$ cat config.mk
export PLATFORM = sky130hd
export DESIGN_NAME = change_burst_coalescer_core
export DESIGN_NICKNAME = d
export VERILOG_FILES = /design/src/cbc_pkg.sv /design/src/cbc_lane.sv /design/src/cbc_merge.sv /design/src/change_burst_coalescer_core.sv
export SDC_FILE = /design/constraint.sdc
export NUM_CORES = 1
export LEC_CHECK = 0
export ABC_AREA = 1
export BUFFER_PORTS_ARGS = -buffer_cell sky130_fd_sc_hd__buf_2
export CAP_MARGIN = 20
export CORE_MARGIN = 2
export CORE_UTILIZATION = 56
export CTS_BUF_LIST = sky130_fd_sc_hd__clkbuf_4 sky130_fd_sc_hd__clkbuf_8
export DETAILED_ROUTE_END_ITERATION = 16
export PLACE_DENSITY = 0.77
export SLEW_MARGIN = 20
export SYNTH_ARGS = -nofsm -noshare
export SYNTH_HDL_FRONTEND = slang
export SYNTH_SLANG_ARGS = --single-unit
$ cat constraint.sdc
create_clock -name i_clk -period 8.6 [get_ports i_clk]
set_input_delay 0 -clock i_clk [delete_from_list [all_inputs] [get_ports i_clk]]
set_output_delay 0 -clock i_clk [all_outputs]
set_load 0.01 [all_outputs]
$ cat src/cbc_pkg.sv
// ----------------------------------------------------------------------------
// cbc_pkg : shared types and constants for the change burst coalescer
// Operation codes, register indexes and the transaction payload structs.
// ----------------------------------------------------------------------------
`timescale 1ns / 1ps
`default_nettype none

package cbc_pkg;

    // operation codes carried by each input transaction
    localparam logic [1:0] OP_POLL  = 2'd0;
    localparam logic [1:0] OP_ADD   = 2'd1;
    localparam logic [1:0] OP_CLEAR = 2'd2;

    // configuration register indexes
    localparam logic [1:0] REG_GRAPH_ATTACHED = 2'd0;
    localparam logic [1:0] REG_QUIET_MS       = 2'd1;
    localparam logic [1:0] REG_MAX_WAIT_MS    = 2'd2;

    // fixed field geometry
    localparam int EPOCH_W      = 16;
    localparam int EPOCH_FIELDS = 4;
    localparam int TIME_W       = 32;
    localparam int CNT_W        = 32;
    localparam int CFG_W        = 16;

    // last_reporter code for "no reporter"
    localparam logic [2:0] NO_REPORTER = 3'd4;

    typedef struct packed {
        logic [1:0]          operation;
        logic [TIME_W-1:0]   now_ms;
        logic [EPOCH_W-1:0]  epoch_0;
        logic [EPOCH_W-1:0]  epoch_1;
        logic [EPOCH_W-1:0]  epoch_2;
        logic [EPOCH_W-1:0]  epoch_3;
        logic [EPOCH_FIELDS-1:0] epoch_present;
        logic                retap_fits;
    } t_in_item;

    typedef struct packed {
        logic               acted;
        logic               rebuild_needed;
        logic               burst_open;
        logic [2:0]         last_reporter;
        logic [CNT_W-1:0]   report_count;
        logic [CNT_W-1:0]   burst_count;
        logic [CNT_W-1:0]   forced_count;
        logic [CNT_W-1:0]   retap_count;
        logic [CNT_W-1:0]   rebuild_count;
    } t_out_item;

    // configuration registers as seen by the merge stage
    typedef struct packed {
        logic               graph_attached;
        logic [CFG_W-1:0]   quiet_ms;
        logic [CFG_W-1:0]   max_wait_ms;
    } t_cfg;

    // per-lane control from the top level
    typedef struct packed {
        logic poll;     // accepted poll with graph attached
        logic add;      // accepted add that lands on this slot
        logic clear;    // accepted clear
        logic active;   // slot is registered
    } t_lane_ctl;

endpackage : cbc_pkg

`default_nettype wire

$ cat src/cbc_lane.sv
// ----------------------------------------------------------------------------
// cbc_lane : one source slot
// Holds the remembered epoch of its slot and flags a report on a poll
// whenever the current epoch differs from it.
// ----------------------------------------------------------------------------
`timescale 1ns / 1ps
`default_nettype none

module cbc_lane #(
    parameter int EPOCH_BITS = 16
) (
    input  wire                    i_clk,
    input  wire                    i_rst_n,
    input  cbc_pkg::t_lane_ctl     i_ctl,
    input  wire [EPOCH_BITS-1:0]   i_epoch,
    output logic                   o_report
);

    logic [EPOCH_BITS-1:0] r_seen;
    logic [EPOCH_BITS-1:0] n_seen;

    // report on any difference in a registered slot
    assign o_report = i_ctl.poll && i_ctl.active && (i_epoch != r_seen);

    // remembered epoch update
    always_comb begin
        n_seen = r_seen;
        if (i_ctl.clear) begin
            n_seen = '0;
        end else if (i_ctl.add || o_report) begin
            n_seen = i_epoch;
        end
    end

    always_ff @(posedge i_clk) begin
        if (!i_rst_n) begin
            r_seen <= '0;
        end else begin
            r_seen <= n_seen;
        end
    end

endmodule : cbc_lane

`default_nettype wire

$ cat src/cbc_merge.sv
// ----------------------------------------------------------------------------
// cbc_merge : combines lane reports into burst timing and statistics
// Tracks the open burst, decides when to act, keeps the wrapping counters
// and holds the result transaction in the output register.
// ----------------------------------------------------------------------------
`timescale 1ns / 1ps
`default_nettype none

module cbc_merge #(
    parameter int NUM_SOURCES = 4
) (
    input  wire                     i_clk,
    input  wire                     i_rst_n,
    input  wire                     i_accept,
    input  cbc_pkg::t_in_item       i_item,
    input  cbc_pkg::t_cfg           i_cfg,
    input  wire [NUM_SOURCES-1:0]   i_report,
    input  wire                     i_out_stall,
    output logic                    o_out_valid,
    output cbc_pkg::t_out_item      o_out_data
);

    localparam int RW = $clog2(NUM_SOURCES + 1);

    logic                       r_pending,  n_pending;
    logic [cbc_pkg::TIME_W-1:0] r_first,    n_first;
    logic [cbc_pkg::TIME_W-1:0] r_last,     n_last;
    logic [2:0]                 r_reporter, n_reporter;
    logic                       r_rebuild,  n_rebuild;
    logic [cbc_pkg::CNT_W-1:0]  r_reports,  n_reports;
    logic [cbc_pkg::CNT_W-1:0]  r_bursts,   n_bursts;
    logic [cbc_pkg::CNT_W-1:0]  r_forced,   n_forced;
    logic [cbc_pkg::CNT_W-1:0]  r_retaps,   n_retaps;
    logic [cbc_pkg::CNT_W-1:0]  r_rebuilds, n_rebuilds;
    logic                       r_out_valid;
    cbc_pkg::t_out_item         r_out_data, n_out_data;

    logic                       w_poll;
    logic                       w_clear;
    logic                       w_changed;
    logic [RW-1:0]              w_num_reports;
    logic [2:0]                 w_top_reporter;
    logic                       w_pend_a;
    logic [cbc_pkg::TIME_W-1:0] w_first_a;
    logic [cbc_pkg::TIME_W-1:0] w_last_a;
    logic [cbc_pkg::TIME_W-1:0] w_since_last;
    logic [cbc_pkg::TIME_W-1:0] w_since_first;
    logic                       w_quiet;
    logic                       w_too_long;
    logic                       w_act;

    assign w_poll    = i_accept && (i_item.operation == cbc_pkg::OP_POLL) && i_cfg.graph_attached;
    assign w_clear   = i_accept && (i_item.operation == cbc_pkg::OP_CLEAR);
    assign w_changed = |i_report;

    // merge lane reports: count and highest numbered reporter
    always_comb begin
        w_num_reports  = '0;
        w_top_reporter = cbc_pkg::NO_REPORTER;
        for (int i = 0; i < NUM_SOURCES; i++) begin
            w_num_reports = w_num_reports + RW'(i_report[i]);
            if (i_report[i]) begin
                w_top_reporter = 3'(i);
            end
        end
    end

    // burst timing after this poll's reports
    assign w_pend_a      = r_pending || w_changed;
    assign w_first_a     = (w_changed && !r_pending) ? i_item.now_ms : r_first;
    assign w_last_a      = w_changed ? i_item.now_ms : r_last;
    assign w_since_last  = i_item.now_ms - w_last_a;
    assign w_since_first = i_item.now_ms - w_first_a;
    assign w_quiet       = w_since_last >= cbc_pkg::TIME_W'(i_cfg.quiet_ms);
    assign w_too_long    = (i_cfg.max_wait_ms != '0) &&
                           (w_since_first >= cbc_pkg::TIME_W'(i_cfg.max_wait_ms));
    assign w_act         = w_poll && w_pend_a && (w_quiet || w_too_long);

    // next state
    always_comb begin
        n_pending  = r_pending;
        n_first    = r_first;
        n_last     = r_last;
        n_reporter = r_reporter;
        n_rebuild  = r_rebuild;
        n_reports  = r_reports;
        n_bursts   = r_bursts;
        n_forced   = r_forced;
        n_retaps   = r_retaps;
        n_rebuilds = r_rebuilds;
        if (w_poll) begin
            n_pending = w_pend_a && !w_act;
            n_first   = w_first_a;
            n_last    = w_last_a;
            n_reports = r_reports + cbc_pkg::CNT_W'(w_num_reports);
            if (w_changed) begin
                n_reporter = w_top_reporter;
            end
            if (w_changed && !r_pending) begin
                n_bursts = r_bursts + 1'b1;
            end
            if (w_act) begin
                n_retaps = r_retaps + 1'b1;
                if (!w_quiet) begin
                    n_forced = r_forced + 1'b1;
                end
                if (!i_item.retap_fits) begin
                    n_rebuild  = 1'b1;
                    n_rebuilds = r_rebuilds + 1'b1;
                end
            end
        end else if (w_clear) begin
            n_pending  = 1'b0;
            n_reporter = cbc_pkg::NO_REPORTER;
        end
    end

    // result transaction built from the updated state
    always_comb begin
        n_out_data.acted          = w_act;
        n_out_data.rebuild_needed = n_rebuild;
        n_out_data.burst_open     = n_pending;
        n_out_data.last_reporter  = n_reporter;
        n_out_data.report_count   = n_reports;
        n_out_data.burst_count    = n_bursts;
        n_out_data.forced_count   = n_forced;
        n_out_data.retap_count    = n_retaps;
        n_out_data.rebuild_count  = n_rebuilds;
    end

    // control state and statistics
    always_ff @(posedge i_clk) begin
        if (!i_rst_n) begin
            r_pending   <= 1'b0;
            r_first     <= '0;
            r_last      <= '0;
            r_reporter  <= cbc_pkg::NO_REPORTER;
            r_rebuild   <= 1'b0;
            r_reports   <= '0;
            r_bursts    <= '0;
            r_forced    <= '0;
            r_retaps    <= '0;
            r_rebuilds  <= '0;
            r_out_valid <= 1'b0;
        end else begin
            r_pending   <= n_pending;
            r_first     <= n_first;
            r_last      <= n_last;
            r_reporter  <= n_reporter;
            r_rebuild   <= n_rebuild;
            r_reports   <= n_reports;
            r_bursts    <= n_bursts;
            r_forced    <= n_forced;
            r_retaps    <= n_retaps;
            r_rebuilds  <= n_rebuilds;
            if (i_accept) begin
                r_out_valid <= 1'b1;
            end else if (!i_out_stall) begin
                r_out_valid <= 1'b0;
            end
        end
    end

    // output payload register
    always_ff @(posedge i_clk) begin
        if (i_accept) begin
            r_out_data <= n_out_data;
        end
    end

    assign o_out_valid = r_out_valid;
    assign o_out_data  = r_out_data;

endmodule : cbc_merge

`default_nettype wire

$ cat src/change_burst_coalescer_core.sv
// ----------------------------------------------------------------------------
// change_burst_coalescer_core : quiet-period event coalescer with max wait
// Watches up to NUM_SOURCES report epochs in parallel lanes, opens and
// closes bursts of reports, and counts reports, bursts, forced closes, retaps and rebuilds.
//
//   channel | direction | handshake              | payload
//   --------+-----------+------------------------+-----------------------
//   in      | to core   | i_in_valid / o_in_stall   | cbc_pkg::t_in_item
//   out     | from core | o_out_valid / i_out_stall | cbc_pkg::t_out_item
//   cfg     | to core   | i_cfg_we                  | i_cfg_index, i_cfg_data
//
// One transaction per cycle while o_in_stall is low; its result appears in the cycle after
// acceptance, from the output register. The whole poll (lane compares, merge, 32-bit
// time compares and counter updates) settles in the same cycle as acceptance.
// Synchronous active-low reset clears all state but the output payload register, no clearing pass.
// o_in_stall rises only while a result is held and the output is stalled.
// ----------------------------------------------------------------------------
`timescale 1ns / 1ps
`default_nettype none

module change_burst_coalescer_core #(
    parameter int NUM_SOURCES = 4,
    parameter int EPOCH_BITS  = 16
) (
    input  wire                         i_clk,
    input  wire                         i_rst_n,
    input  wire                         i_in_valid,
    output logic                        o_in_stall,
    input  cbc_pkg::t_in_item           i_in_data,
    output logic                        o_out_valid,
    input  wire                         i_out_stall,
    output cbc_pkg::t_out_item          o_out_data,
    input  wire                         i_cfg_we,
    input  wire [1:0]                   i_cfg_index,
    input  wire [cbc_pkg::CFG_W-1:0]    i_cfg_data
);

    localparam int AW   = $clog2(NUM_SOURCES + 1);
    localparam int IN_W = (EPOCH_BITS < cbc_pkg::EPOCH_W) ? EPOCH_BITS : cbc_pkg::EPOCH_W;

    logic                       r_graph_attached;
    logic [cbc_pkg::CFG_W-1:0]  r_quiet_ms;
    logic [cbc_pkg::CFG_W-1:0]  r_max_wait_ms;
    logic [AW-1:0]              r_active, n_active;

    logic                       w_accept;
    logic                       w_poll;
    logic                       w_add_ok;
    logic                       w_clear;
    cbc_pkg::t_cfg              w_cfg;
    logic [NUM_SOURCES-1:0]     w_report;
    logic [cbc_pkg::EPOCH_W-1:0] w_ep_raw [cbc_pkg::EPOCH_FIELDS];
    logic [EPOCH_BITS-1:0]      w_lane_ep [NUM_SOURCES];
    cbc_pkg::t_lane_ctl         w_lane_ctl [NUM_SOURCES];

    // input handshake: take a transaction unless a held result is stalled
    assign o_in_stall = o_out_valid && i_out_stall;
    assign w_accept   = i_in_valid && !o_in_stall;

    assign w_poll   = w_accept && (i_in_data.operation == cbc_pkg::OP_POLL) && r_graph_attached;
    assign w_clear  = w_accept && (i_in_data.operation == cbc_pkg::OP_CLEAR);
    assign w_add_ok = w_accept && (i_in_data.operation == cbc_pkg::OP_ADD) &&
                      (r_active < AW'(NUM_SOURCES));

    // configuration registers
    always_ff @(posedge i_clk) begin
        if (!i_rst_n) begin
            r_graph_attached <= 1'b0;
            r_quiet_ms       <= '0;
            r_max_wait_ms    <= '0;
        end else if (i_cfg_we) begin
            case (i_cfg_index)
                cbc_pkg::REG_GRAPH_ATTACHED: r_graph_attached <= i_cfg_data[0];
                cbc_pkg::REG_QUIET_MS:       r_quiet_ms       <= i_cfg_data;
                cbc_pkg::REG_MAX_WAIT_MS:    r_max_wait_ms    <= i_cfg_data;
                default: ;
            endcase
        end
    end

    assign w_cfg.graph_attached = r_graph_attached;
    assign w_cfg.quiet_ms       = r_quiet_ms;
    assign w_cfg.max_wait_ms    = r_max_wait_ms;

    // registered source count
    always_comb begin
        n_active = r_active;
        if (w_clear) begin
            n_active = '0;
        end else if (w_add_ok) begin
            n_active = r_active + 1'b1;
        end
    end

    always_ff @(posedge i_clk) begin
        if (!i_rst_n) begin
            r_active <= '0;
        end else begin
            r_active <= n_active;
        end
    end

    assign w_ep_raw[0] = i_in_data.epoch_0;
    assign w_ep_raw[1] = i_in_data.epoch_1;
    assign w_ep_raw[2] = i_in_data.epoch_2;
    assign w_ep_raw[3] = i_in_data.epoch_3;

    // one lane per source slot; slots without an epoch field read zero
    for (genvar g = 0; g < NUM_SOURCES; g++) begin : g_lane
        if (g < cbc_pkg::EPOCH_FIELDS) begin : g_fed
            assign w_lane_ep[g] = i_in_data.epoch_present[g] ?
                                  EPOCH_BITS'(w_ep_raw[g][IN_W-1:0]) : '0;
        end else begin : g_unfed
            assign w_lane_ep[g] = '0;
        end

        assign w_lane_ctl[g].poll   = w_poll;
        assign w_lane_ctl[g].add    = w_add_ok && (r_active == AW'(g));
        assign w_lane_ctl[g].clear  = w_clear;
        assign w_lane_ctl[g].active = AW'(g) < r_active;

        cbc_lane #(
            .EPOCH_BITS (EPOCH_BITS)
        ) u_lane (
            .i_clk    (i_clk),
            .i_rst_n  (i_rst_n),
            .i_ctl    (w_lane_ctl[g]),
            .i_epoch  (w_lane_ep[g]),
            .o_report (w_report[g])
        );
    end

    // merge stage and output register
    cbc_merge #(
        .NUM_SOURCES (NUM_SOURCES)
    ) u_merge (
        .i_clk       (i_clk),
        .i_rst_n     (i_rst_n),
        .i_accept    (w_accept),
        .i_item      (i_in_data),
        .i_cfg       (w_cfg),
        .i_report    (w_report),
        .i_out_stall (i_out_stall),
        .o_out_valid (o_out_valid),
        .o_out_data  (o_out_data)
    );

endmodule : change_burst_coalescer_core

`default_nettype wire

==> flow_metrics.env <==
export IMPL_cp_end_kind="flop"
export IMPL_portBuffers=293
export IMPL_yosysTopAreaCell="dfxtp_1"
export IMPL_synth_edf_count=166
export IMPL_r2r_setup_slack_ns=1.09
export IMPL_slew_headroom=0.256
export IMPL_n_fill_cell=4173
export IMPL_period_needed_ns=7.51
export IMPL_fin_util=0.681
export IMPL_cpPeakStageDelay_ns=0.59
export IMPL_finalHoldWorstSlack_ns=0.114
export IMPL_cts_made_buffers=83
export IMPL_finalSetupViolations=0
export IMPL_final_nets=4500
export IMPL_r2r_cells=36
export IMPL_drcViolationCount=0
export IMPL_synthFlopType="dfxtp_1"
export IMPL_final_cells=5009
export IMPL_min_period_over_period=0.873
export IMPL_rows=81
export IMPL_tns_ns=0
export IMPL_dp_hpwl_mm=54.2
export IMPL_whs_path_depth=5
export IMPL_r2r_start="u_merge.o_out_valid"
export IMPL_ys_types=49
export IMPL_syn_to_final_growth_pct=19.5
export IMPL_grt_pass1_wl_mm=128
export IMPL_dieWidth_um=228
export IMPL_synth_seq_cells=496
export IMPL_drv_slew=0
export IMPL_first_global_vias=25444
export IMPL_netlist_top_cells_area="dfxtp_1, edfxtp_1, nand2_1"
export IMPL_crit_required_ns=9.21
export IMPL_finalWirelength_mm=80.4
export IMPL_antenna_found_initial=4
export IMPL_wl_per_cell_um=16.0
export IMPL_synthArstFlopShare=0
export IMPL_cts_root_buf="clkbuf_8"
export IMPL_place_ws_ns=1.25
export IMPL_r2r_end="u_merge.r_retaps[11]"
export IMPL_clk_latency_ns=0.69
export IMPL_worstSetupStartpointType="flop"
export IMPL_ios=294
export IMPL_ant_nets=0
export IMPL_start_util=0.570
export IMPL_hold_class="in -> reg"
export IMPL_dp_cells=4665
export IMPL_vias=27031
export IMPL_die_area_um2=51800
export IMPL_rsz0062_at_grt="no"
export IMPL_min_from="i_in_data[4]"
export IMPL_critPathMaxFanout=66
export IMPL_drt_iter0_drc=2040
export IMPL_cap_violations=0
export IMPL_clkSlewWorstSetupHoldPaths_ns=0.07
export IMPL_critPathArrivalTime_ns=8.12
export IMPL_cts_htree_levels=3
export IMPL_coreArea_um2=49200
export IMPL_status="finished, final reports clean"
export IMPL_clkSinkCount=496
export IMPL_netlist_area_um2=28000
export IMPL_synth_top_area_frac=0.236
export IMPL_fmax_mhz=133
export IMPL_path_class="reg -> reg"
export IMPL_yosys_warnings=0
export IMPL_ys_seq_area_frac=0.414
export IMPL_synth_cells=3832
export IMPL_grt_max_degree=167
export IMPL_gp_congestion=0.956
export IMPL_cts_repair_resized=0
export IMPL_cts_tree="built"
export IMPL_hold_end="g_lane[3].u_lane.r_seen[12]"
export IMPL_cts_max_path_buffers=3
export IMPL_vdd_drop_max_mv=0.135
export IMPL_fin_ws_ns=1.09
export IMPL_die_h_um=228
export IMPL_synth_nets=4058
export IMPL_cp_common_cell="nand2_1"
export IMPL_dr_pass1_iters=6
export IMPL_hold_viol=0
export IMPL_powerDensity_nw_per_um2=157
export IMPL_fin_worst_skew_ns=0.0418
export IMPL_worst_pin_slew_ns=1.12
export IMPL_cp_slowest_cell="inv_2"
export IMPL_syn_avg_cell_area_um2=7.31
export IMPL_layout_drive_gt1_share=0.111
export IMPL_vias_per_cell=5.40
export IMPL_p_leak_nw=14.5
export IMPL_grt_total_usage=0.309
export IMPL_gr_total_overflow=0
==> metal layers <==
| metal | up-vias | part of all wire | track usage |
|---|---|---|---|
| li1 | 13523 | - | - |
| met1 | 12328 | 0.44 | 0.404 |
| met2 | 970 | 0.47 | 0.515 |
| met3 | 210 | 0.064 | 0.0486 |
| met4 | 0 | 0.034 | 0.117 |
| met5 | - | 0 | 0 |
==> cells by family after synthesis <==
logic type	count (synthesis)	synth area share
and+or+nand+nor	1772	0.268
AOI/OAI and AO/OA	675	0.130
buffers and inverters	601	0.0836
DFF	496	0.414
xor gates and xnor gates	188	0.0588
adders and majority gates	100	0.0455
==> synthesized netlist by cell type, types with 5 or more instances <==
library cell and n:
a211oi_1 50, clkbuf_1 101, buf_1 13, xor2_1 123, a21o_1 6, edfxtp_1 166
a21oi_1 292, buf_6 8, nand3_1 202, xnor2_1 65, nand3b_1 19, nor2_1 337
nor4_1 44, dfxtp_1 330, and2_1 29, nand2_2 6, o21ai_1 7, o211ai_1 22
inv_1 456, nor3_1 107, a31oi_1 5, o21a_1 7, buf_2 14, inv_2 6
nand4_1 42, ha_1 97, o21ai_0 272, or2_2 11, nand2_1 960
==> registers in the layout (all words and copies together), names as in the netlist, 16 cells and up <==
register / count
u_merge.r_bursts: 32
u_merge.r_first: 32
u_merge.o_out_data: 166
u_merge.r_forced: 32
u_merge.r_last: 32
g_lane.u_lane.r_seen: 64
u_merge.r_retaps: 32
r_quiet_ms: 16
u_merge.r_reports: 32
u_merge.r_rebuilds: 32
r_max_wait_ms: 16
==> power by group <==
group / internal, W / switching, W / total (W)
combinational: 0.000230 / 0.000358 / 0.000588
clock: 0.00119 / 0.000989 / 0.00218
sequential: 0.00247 / 0.0000226 / 0.00249
total: 0.00389 / 0.00137 / 0.00526
==> repair_timing <==
item,CTS,global route
hold endpoints to repair,196,0
setup buffers,0,0
hold buffers,188,0
==> worst max-delay path, delay by kind of cell, from the launching register on <==
kind                     cells  cell delay [ns]
buffers and inverters        5             1.39
AND/OR/NAND/NOR             22             3.83
XOR/XNOR                     1             0.18
adder cells (fa/ha/maj)      3             0.88
flip-flops                   1             0.31
AO/OA/AOI/OAI                5             0.78
==> cells in the final DEF (no fill, tap or decap), types with 3 or more instances in the layout <==
| cell type | Yosys | final |
|---|---|---|
| diode_2 | 0 | 5 |
| xnor2_1 | 65 | 65 |
| dlygate4sd3_1 | 0 | 188 |
| o21ai_1 | 7 | 7 |
| nand3b_1 | 19 | 19 |
| nor3_1 | 107 | 107 |
| clkbuf_4 | 0 | 34 |
| a21oi_1 | 292 | 292 |
| and2_1 | 29 | 29 |
| buf_4 | 2 | 13 |
| a211oi_1 | 50 | 50 |
| clkinv_1 | 1 | 10 |
| nor4_1 | 44 | 44 |
| clkbuf_8 | 0 | 95 |
| nor3b_1 | 3 | 3 |
| a21o_1 | 6 | 6 |
| o21ai_0 | 272 | 272 |
| buf_2 | 14 | 293 |
| nand2_1 | 960 | 960 |
| nand3_2 | 3 | 3 |
| nand2_4 | 1 | 3 |
| nor2_1 | 337 | 336 |
| nand4_1 | 42 | 42 |
| inv_6 | 0 | 4 |
| a21boi_0 | 3 | 3 |
| edfxtp_1 | 166 | 166 |
| inv_2 | 6 | 5 |
| nand3_1 | 202 | 201 |
| o21a_1 | 7 | 7 |
| o211ai_1 | 22 | 22 |
| dfxtp_1 | 330 | 330 |
| clkinv_2 | 0 | 7 |
| inv_1 | 456 | 455 |
| nand2_2 | 6 | 4 |
| ha_1 | 97 | 97 |
| xor2_1 | 123 | 123 |
| fa_1 | 3 | 3 |
| or2_2 | 11 | 11 |
| a31oi_1 | 5 | 5 |
==> cell type report <==
cell class              count  area (µm²)  share of cell area
diodes                      5        12.5            0.000374
clock buffers             129        1560              0.0467
clock inverters            22         156             0.00467
inverters                 463        1750              0.0522
multi-input cells        2735       14100               0.421
flip-flops and latches    496       11600               0.346
well taps                 664         831              0.0248
repair buffers            495        3470               0.104
==> worst max-delay path by stage <==
stage,from,endpoint,slack (ns),cells after the start
final,u_merge.o_out_valid,u_merge.r_retaps[11],1.09,36
after global routing,u_merge.o_out_valid,u_merge.r_retaps[11],0.38,36
after CTS,u_merge.o_out_valid,u_merge.r_retaps[11],1.23,36
after detailed placement,u_merge.o_out_valid,u_merge.r_retaps[22],1.25,36
after global placement,i_in_data[1],u_merge.o_out_data[165],1.47,32
after floorplan,u_merge.o_out_valid,u_merge.o_out_data[0],0.50,35
==> per-stage QoR <==
stage	area, µm²	power [W]
2_1_floorplan	28000	0.00287
3_3_place_gp	29900	0.00304
3_5_place_dp	29900	0.00304
4_1_cts	33500	0.00528
5_1_grt	33500	0.00547
6_report	33500	0.00526
Power figures use the tool's default switching activity.
